--- src/rtl/fta_pkg.sv ---
// Shared types and codes for the fan target lock arbiter.
// No dependencies; imported by the top level and by fta_cell.
`timescale 1ns / 1ps
`default_nettype none

package fta_pkg;

  // request codes carried on in_kind
  localparam logic [1:0] KIND_SET    = 2'd0;
  localparam logic [1:0] KIND_LOCK   = 2'd1;
  localparam logic [1:0] KIND_UNLOCK = 2'd2;

  // control sequencer states
  typedef enum logic [1:0] {
    ST_IDLE,
    ST_SCAN,
    ST_CMD,
    ST_OUT
  } fta_state_t;

  // scan token handed from cell to cell
  typedef struct packed {
    logic        valid;
    logic [1:0]  kind;
    logic [15:0] value;
    logic        done;   // slot taken (lock) or entry freed (unlock)
    logic        any;    // a surviving lock has been seen
    logic [15:0] best;   // largest surviving lock so far
  } fta_tok_t;

endpackage

`default_nettype wire

--- src/rtl/fan_target_lock_arbiter.sv ---
// Fan target lock arbiter: top level with request sequencer and slot chain.
// Depends on fta_pkg and fta_cell.
//
// Usage: one request item per handshake on in_valid/in_ready (in_kind,
// in_target_value); one result item per request on out_valid/out_ready
// (out_current_target, out_target_applied, out_lock_count, out_lock_rejected).
// Items are handled one at a time: in_ready is high only while idle.
// Request handling:
//   set or unknown request: resolved in ST_CMD; the result is registered
//   as the state moves on to ST_OUT.
//   lock or unlock request: a token walks the chain of LOCK_SLOTS cells, one
//   cell a cycle; the result is registered once the token leaves the last cell.
// Reset: target 0, no locks held, no result pending; the block is ready in
// the cycle after reset is released.
// Receiver stall: the result is held in the output registers, unchanged,
// until out_ready; no new request is taken meanwhile.
`timescale 1ns / 1ps
`default_nettype none

module fan_target_lock_arbiter #(
  parameter int LOCK_SLOTS = 8
) (
  input  wire         clk,
  input  wire         rst_n,
  input  wire         in_valid,
  output logic        in_ready,
  input  wire  [1:0]  in_kind,
  input  wire  [15:0] in_target_value,
  output logic        out_valid,
  input  wire         out_ready,
  output logic [15:0] out_current_target,
  output logic        out_target_applied,
  output logic [3:0]  out_lock_count,
  output logic        out_lock_rejected
);
  import fta_pkg::*;

  localparam int CW = $clog2(LOCK_SLOTS + 1);

  fta_state_t  state_r, state_nxt;
  logic [1:0]  kind_r;
  logic [15:0] value_r;
  logic [15:0] target_r, target_nxt;
  logic [CW-1:0] cnt_r, cnt_nxt;
  logic        applied_r, applied_nxt;
  logic        rejected_r, rejected_nxt;

  fta_tok_t    tok [LOCK_SLOTS+1];
  fta_tok_t    tok_last;
  logic        in_acc;
  logic        scan_kind;
  logic        fin;

  assign in_acc    = in_valid && in_ready;
  assign scan_kind = in_kind inside {KIND_LOCK, KIND_UNLOCK};
  assign tok_last  = tok[LOCK_SLOTS];

  // token enters the first cell as the request is accepted
  always_comb begin
    tok[0]       = '0;
    tok[0].valid = in_acc && scan_kind;
    tok[0].kind  = in_kind;
    tok[0].value = in_target_value;
  end

  for (genvar g = 0; g < LOCK_SLOTS; g++) begin : g_cell
    fta_cell u_cell (
      .clk   (clk),
      .rst_n (rst_n),
      .tok_i (tok[g]),
      .tok_o (tok[g+1])
    );
  end

  // next state
  always_comb begin
    state_nxt = state_r;
    case (state_r)
      ST_IDLE: if (in_valid) state_nxt = scan_kind ? ST_SCAN : ST_CMD;
      ST_SCAN: if (tok_last.valid) state_nxt = ST_OUT;
      ST_CMD:  state_nxt = ST_OUT;
      ST_OUT:  if (out_ready) state_nxt = ST_IDLE;
      default: state_nxt = ST_IDLE;
    endcase
  end

  // handshake outputs
  always_comb begin
    in_ready  = 1'b0;
    out_valid = 1'b0;
    case (state_r)
      ST_IDLE: in_ready  = 1'b1;
      ST_OUT:  out_valid = 1'b1;
      default: begin
      end
    endcase
  end

  assign fin = (state_r == ST_CMD) || ((state_r == ST_SCAN) && tok_last.valid);

  // result and state update once the request has been resolved
  always_comb begin
    target_nxt   = target_r;
    cnt_nxt      = cnt_r;
    applied_nxt  = applied_r;
    rejected_nxt = rejected_r;
    if (fin) begin
      applied_nxt  = 1'b0;
      rejected_nxt = 1'b0;
      case (kind_r)
        KIND_SET: begin
          if ((cnt_r == '0) && (value_r != target_r)) begin
            target_nxt  = value_r;
            applied_nxt = 1'b1;
          end
        end
        KIND_LOCK: begin
          if (tok_last.done) begin
            cnt_nxt = CW'(cnt_r + 1'b1);
            if (((value_r >= target_r) || (cnt_r == '0)) && (value_r != target_r)) begin
              target_nxt  = value_r;
              applied_nxt = 1'b1;
            end
          end else begin
            rejected_nxt = 1'b1;
          end
        end
        KIND_UNLOCK: begin
          if (tok_last.done) begin
            cnt_nxt = CW'(cnt_r - 1'b1);
            if (tok_last.any && (tok_last.best != target_r)) begin
              target_nxt  = tok_last.best;
              applied_nxt = 1'b1;
            end
          end
        end
        default: begin
        end
      endcase
    end
  end

  always_ff @(posedge clk) begin
    if (!rst_n) begin
      state_r  <= ST_IDLE;
      target_r <= '0;
      cnt_r    <= '0;
    end else begin
      state_r  <= state_nxt;
      target_r <= target_nxt;
      cnt_r    <= cnt_nxt;
    end
  end

  always_ff @(posedge clk) begin
    applied_r  <= applied_nxt;
    rejected_r <= rejected_nxt;
    if (in_acc) begin
      kind_r  <= in_kind;
      value_r <= in_target_value;
    end
  end

  assign out_current_target = target_r;
  assign out_target_applied = applied_r;
  assign out_lock_count     = 4'(cnt_r);
  assign out_lock_rejected  = rejected_r;

endmodule

`default_nettype wire

--- src/rtl/fta_cell.sv ---
// One lock slot of the arbiter: holds a value and its valid bit, and
// updates the scan token on its way to the next slot. Uses fta_pkg.
`timescale 1ns / 1ps
`default_nettype none

module fta_cell (
  input  wire               clk,
  input  wire               rst_n,
  input  fta_pkg::fta_tok_t tok_i,
  output fta_pkg::fta_tok_t tok_o
);
  import fta_pkg::*;

  logic [15:0] val_r, val_nxt;
  logic        vld_r, vld_nxt;
  fta_tok_t    tok_r, tok_nxt;

  always_comb begin
    val_nxt = val_r;
    vld_nxt = vld_r;
    tok_nxt = tok_i;
    if (tok_i.valid) begin
      case (tok_i.kind)
        KIND_LOCK: begin
          // first free slot takes the lock
          if (!vld_r && !tok_i.done) begin
            val_nxt      = tok_i.value;
            vld_nxt      = 1'b1;
            tok_nxt.done = 1'b1;
          end
        end
        KIND_UNLOCK: begin
          // first matching slot is freed; the rest feed the running maximum
          if (vld_r && !tok_i.done && (val_r == tok_i.value)) begin
            vld_nxt      = 1'b0;
            tok_nxt.done = 1'b1;
          end else if (vld_r && (!tok_i.any || (val_r > tok_i.best))) begin
            tok_nxt.any  = 1'b1;
            tok_nxt.best = val_r;
          end
        end
        default: begin
        end
      endcase
    end
  end

  always_ff @(posedge clk) begin
    if (!rst_n) begin
      vld_r <= 1'b0;
      tok_r <= '0;
    end else begin
      vld_r <= vld_nxt;
      tok_r <= tok_nxt;
    end
  end

  always_ff @(posedge clk) begin
    val_r <= val_nxt;
  end

  assign tok_o = tok_r;

endmodule

`default_nettype wire

--- config.mk ---
export PLATFORM = sky130hd
export DESIGN_NAME = fan_target_lock_arbiter
export DESIGN_NICKNAME = d
export VERILOG_FILES = /design/src/rtl/fta_pkg.sv /design/src/rtl/fan_target_lock_arbiter.sv /design/src/rtl/fta_cell.sv
export SDC_FILE = /design/constraint.sdc
export NUM_CORES = 1
export LEC_CHECK = 0
export BUFFER_PORTS_ARGS = -buffer_cell sky130_fd_sc_hd__buf_4
export CORE_ASPECT_RATIO = 1.2
export CORE_MARGIN = 2
export CORE_UTILIZATION = 45
export DETAILED_ROUTE_END_ITERATION = 10
export SLEW_MARGIN = 10
export SYNTH_ARGS = -nofsm -noshare
export SYNTH_HDL_FRONTEND = slang
export SYNTH_SLANG_ARGS = --single-unit
--- constraint.sdc ---
create_clock -name clk -period 3.8 [get_ports clk]
set_input_delay 0.76 -clock clk [delete_from_list [all_inputs] [get_ports clk]]
set_output_delay 0.76 -clock clk [all_outputs]
set_load 0.05 [all_outputs]
**After elaboration in Yosys (flattened, before gate mapping)**

Cells that the tools add are included.
Widths: inputs -> output; s select.

- Add/subtract/negate cells: 2
- Magnitude comparators: 8
- Equality and inequality tests: 54
- Multiplexer cells: 99
- Bitwise operators: 4
- Reductions and logical operators: 100

Operators with widths:

| cell | number |
|---|---|
| $mux 17 | 22 |
| $eq 16x16->1 | 8 |
| $mux 18 | 7 |
| $gt 16x16->1 | 7 |
| $mux 16 | 5 |
| $pmux 16 s3 | 1 |
| $mux 1 | 39 |
| $ne 2x1->1 const B | 18 |
| $logic_and 1x1->1 | 35 |
| $ne 16x16->1 | 2 |
| $pmux 1 s2 | 16 |
| $reduce_and 4->1 | 8 |
| $reduce_and 3->1 | 10 |
| $eq 2x2->1 const B | 11 |
| $logic_not 1->1 | 21 |
| $eq 2x1->1 const B | 10 |
| $reduce_bool 2->1 | 9 |
| $ge 16x16->1 | 1 |
| $ne 2x2->1 const B | 5 |
| $logic_or 1x1->1 | 9 |
| $mux 2 | 4 |
| $mux 4 | 2 |
| $pmux 2 s4 | 1 |
| $pmux 4 s2 | 1 |
| 11 further kinds | 15 |

- Bits in registers: 456
- Word-level logic and storage cells: 336

**Logic depth before layout (Yosys ltp)**

- Depth in word-level cells: 7
- Gate-level depth with buffers: 9

**By module**

Synthesis repeated with hierarchy kept, for this count alone.

- Cell total of the unflattened synthesis: 2077
- Area total of the unflattened synthesis: 22024.9 um^2

By module, submodules not included:

| module | instances | cells each | area an instance (um^2) | sequential area each (um^2) |
|---|---|---|---|---|
| fta_cell (g_cell[1].u_cell ...) | 4 | 227 | 2436.1 | 1241.2 |
| fta_cell (g_cell[5].u_cell ...) | 3 | 228 | 2426.1 | 1241.2 |
| fan_target_lock_arbiter | 1 | 259 | 2553.7 | 1041.0 |
| fta_cell (g_cell[0].u_cell) | 1 | 226 | 2448.6 | 1241.2 |

**Worst setup path after synthesis**

OpenSTA, ideal clock, no wires.

- Kind: register to register
- Start point: register target_r[11], in the netlist out_current_target[11]
- End point: register target_r[2], in the netlist out_current_target[2]
- Library setup time: 0.142 ns
- Data arrival time: 2.686 ns
- Path slack: 0.972 ns
- Stages on the path, launching flop included: 10
- Path buffers: 1
- Path through: dfxtp_1 inv_1 ha_1 a21oi_1 o21ai_0 a2111o_1 or4_1 clkbuf_1 a21oi_1 a311oi_1

- Longest elaborated chain between the ends: 5

RTL lines:

| item | line | RTL |
|---|---|---|
| from (decl) | fan_target_lock_arbiter.sv:43 | `logic [15:0] target_r, target_nxt;` |
| from (signal assigned) | fan_target_lock_arbiter.sv:150 | `target_r <= target_nxt;` |
| $ge 16x16->1 | fan_target_lock_arbiter.sv:120 | `if (((value_r >= target_r) \|\| (cnt_r == '0)) && (value_r != target_r)) begin` |
| $logic_or 1x1->1 | fan_target_lock_arbiter.sv:120 |  |
| $logic_and 1x1->1 | fan_target_lock_arbiter.sv:120 |  |
| $ne 2x2->1 (no source line) | n/a |  |
| $reduce_and 7->1 (no source line) * | n/a |  |

Mark *: on every way between the ends. The rest lies on a longest branch, timed or not.
A chain may end at the register's enable or synchronous reset.

**Final worst setup path**

- Start point: register target_r[11], in the netlist out_current_target[11]
- End point: register target_r[3], in the netlist out_current_target[3]

The elaborated chain is that of the path after synthesis.

==> results.md <==
- Critical-path cell list: inv_1 -> ha_1 -> a21oi_1 -> o21ai_0 -> a2111o_1 -> or4_1 -> a21oi_1 -> a311oi_1
- Routed wire length: between 40 and 50 mm
- Syn nets: 2106
- Psw: roughly 2.8 mW
- Int Pwr: between 8 and 9 mW
- Finish-stage setup viols: 0
- Core ar.: 0.0450 sq mm
- Minimum hold slack: roughly 380 ps
- Status: complete, no violations
- Layout area overhead: 13.3%
- Vias in the first global route: about 14k
- Sw Share: 0.251
- CP peak stage delay: 910 ps
- Sequential share of power: 0.479
- Fmax: between 0.3 and 0.4 GHz
- CP required: about 4200 ps
- Setup crit end kind: flip-flop
- Via count: 13.4k
- Post-CTS Setup Inserts: 0
- Initial Util: 0.457
- Leading area contributor after synthesis: dfxtp_1
- Yosys Warn Count: 0
- Die height: 238 um
- Multi-input logic area: between 0.009 and 0.01 sq mm
- Hpwl dp: ~36 mm
- Startpoint Class: flip-flop
- CTS clock-pin slew for the worst setup and hold paths: 60 ps
- Synth cell count leaders: dfxtp_1 (308), nand2_1 (242), inv_1 (164), ha_1 (154), edfxtp_1 (148)
- Storage cell area: about 0.011 sq mm
- Library cells used by synthesis: 54
- Logic pwr share: 0.103
- Hold Fails Final Rpt: 0
- RSZ-0062 raised after global routing: false
- ANT nets after route: 0
- CTS sink count: around 460
- GPL Wtd Cong: between 0.8 and 0.9
- Final worst slack: roughly 840 ps
- Layout cells sized above 1: 0.0776
- Drt drc: 0
- Hold-fix buffers at CTS: 0
- Leakage: 8.43 nW
- Fin area: ~0.023 sq mm
- Placed cell area: around 0.022 sq mm
- Clk_lat worst skew: between 500 and 600 ps
- Min Clock Period, post-route: about 3000 ps
- Yosys reg bits: ~460
- Slew Limit Fails: 0
- HP Class: in2reg
- Setup TNS Final: 0 ps
- Detailed Routing Iterations Pass 1: 5
- Final Core Density: 0.517
- Post-Syn Area: 0.0205 sq mm
- Clock buffer depth: 3
- Fill cells: ~4.1k
- Mapped Cells: 1929
- Max-Cap Viols: 0
- R2R depth: 8
- Critical Path Fanout Max: 22
- DIE AREA: approximately 0.047 sq mm
- Clock Skew: between 20 and 25 ps
- Crit-path slowest cell: or4_1
- Slew headroom: 0.227
- GRT Total Usage: 0.204
- EDFF count, synth: 148
- First-pass GRT wire length: about 74 mm
- Port buffer count: 45
- Design Power: 11.2 mW
- Largest net degree at the start of global routing: a little over 200
- PostCTS Resize Cnt: 0
- DP Cell Count: 2539
- Synth top area share: 0.300
- Number of primary I/O pins: 46
- H-tree levels: 2
- Initial antenna violation count: 0
- Largest cells by area after synthesis: dfxtp_1 (30%), edfxtp_1 (22%), ha_1 (9.4%)
- Cell with the most instances after synthesis: dfxtp_1
- Most common flop cell mapped by yosys: dfxtp_1
- CTS buffer count: 48
- WP data arrival: about 3400 ps
- Routed WL per cell: 17.9 um
- Peak supply drop: approximately 0.35 mV
- Row count: 85
- Place WS: ~870 ps
- Hold Path Depth: 1
- Congestion Overflow GR: 0
- Clk Tree Root Cell: clkbuf_16
- Final cell count without fillers: roughly 2.6k
- Power Density: just under 500 mW/mm^2
- CTS tree: done
- Crit path top cell by count: a21oi_1
- Syn Area/Cell: roughly 11 sq um
- Final cycle utilization of the critical path: 0.778
- FFs w/ async S/R, synth: 0
- Die X-Extent: ~200 um
- Post-layout nets: ~2.2k
- Post-synthesis sequential area ratio: 0.517
- Setup CP Type: reg2reg
- Clock power frac: 0.419
- Worst slew pin tran: 1160 ps
- Initial DRC count: roughly 620
- Vias per std cell: 5.10
## cell usage in the layout, fill, tap and decap left out, types with 7 or more instances in the layout
cell / netlist / layout
a211oi_1: 16 / 16
a21o_1: 13 / 13
a21oi_1: 58 / 58
a41oi_1: 7 / 7
and2_1: 135 / 135
and3_1: 24 / 24
buf_4: 2 / 57
clkbuf_1: 48 / 9
clkbuf_16: 0 / 48
clkinv_1: 2 / 9
clkinv_2: 0 / 10
dfxtp_1: 308 / 308
edfxtp_1: 148 / 148
ha_1: 154 / 154
inv_1: 164 / 164
mux2i_1: 131 / 131
nand2_1: 242 / 242
nand2b_1: 8 / 8
nand3_1: 44 / 44
nand4_1: 52 / 52
nor2_1: 61 / 61
nor3_1: 17 / 16
nor3b_1: 14 / 14
nor4_1: 11 / 11
nor4_4: 7 / 7
o21a_1: 15 / 15
o21ai_0: 27 / 27
xnor2_1: 110 / 110
xor2_1: 38 / 38
## state kept, by name, indices dropped and copies added (netlist names)
register and cells:
g_cell.u_cell.tok_o 278, g_cell.u_cell.val_r 128, g_cell.u_cell.vld_r 8, kind_r 2, out_current_target 16, out_lock_count 4, out_lock_rejected 1, out_target_applied 1
state_r 2, value_r 16
## layer usage
| metal | up-vias | GRT usage | share of wire |
|---|---|---|---|
| met1 | 6467 | 0.240 | 0.42 |
| met3 | 80 | 0.0261 | 0.028 |
| met5 | - | 0 | 0 |
| met2 | 164 | 0.374 | 0.52 |
| li1 | 6713 | - | - |
| met4 | 0 | 0.0794 | 0.033 |
## power groups by stage
stage	registers, mW	logic (mW)	clock network, mW
after floorplan	5.55	0.670	0
after global placement	5.44	1.12	0
after detailed placement	5.45	1.14	0
after CTS	5.35	1.15	4.81
after global routing	5.36	1.26	5.00
final	5.35	1.15	4.68
## kinds of logic (layout without fill, tap and decap cells)
logic type,count (synthesis),after routing,share of synthesized area
other,0,1,0
xor gates and xnor gates,148,148,0.0631
adders and majority gates,155,155,0.0948
AOI/OAI and AO/OA,166,166,0.0522
buffers and inverters,224,318,0.0419
DFF,456,456,0.517
muxes,131,131,0.0638
and+or+nand+nor,649,649,0.167
## path summary, 6_finish.rpt
kind / from / endpoint / slack (ps)
max reg2reg: out_current_target[11] / out_current_target[3] / 840
min reg2reg: g_cell[2].u_cell.tok_o[3] / g_cell[3].u_cell.tok_o[3] / 450
max: out_current_target[11] / out_current_target[3] / 840
min: in_kind[0] / kind_r[0] / 380
## worst max-delay path, delay by kind of cell (launching register included)
kind,cells,cell delay [ps]
fa+ha+maj,1,320
simple gates,1,910
compound gates,5,1110
flops,1,380
buf+inv,1,80
## layout make-up
type / count / share of cell area
antenna: 1 / 0.000108
clock buffer: 61 / 0.0555
clock inverter: 29 / 0.0130
inverter: 166 / 0.0268
multi-input combinational: 1249 / 0.394
sequential: 456 / 0.456
tap: 609 / 0.0328
timing repair buffer: 62 / 0.0214
(Power assumes the default switching activity.)
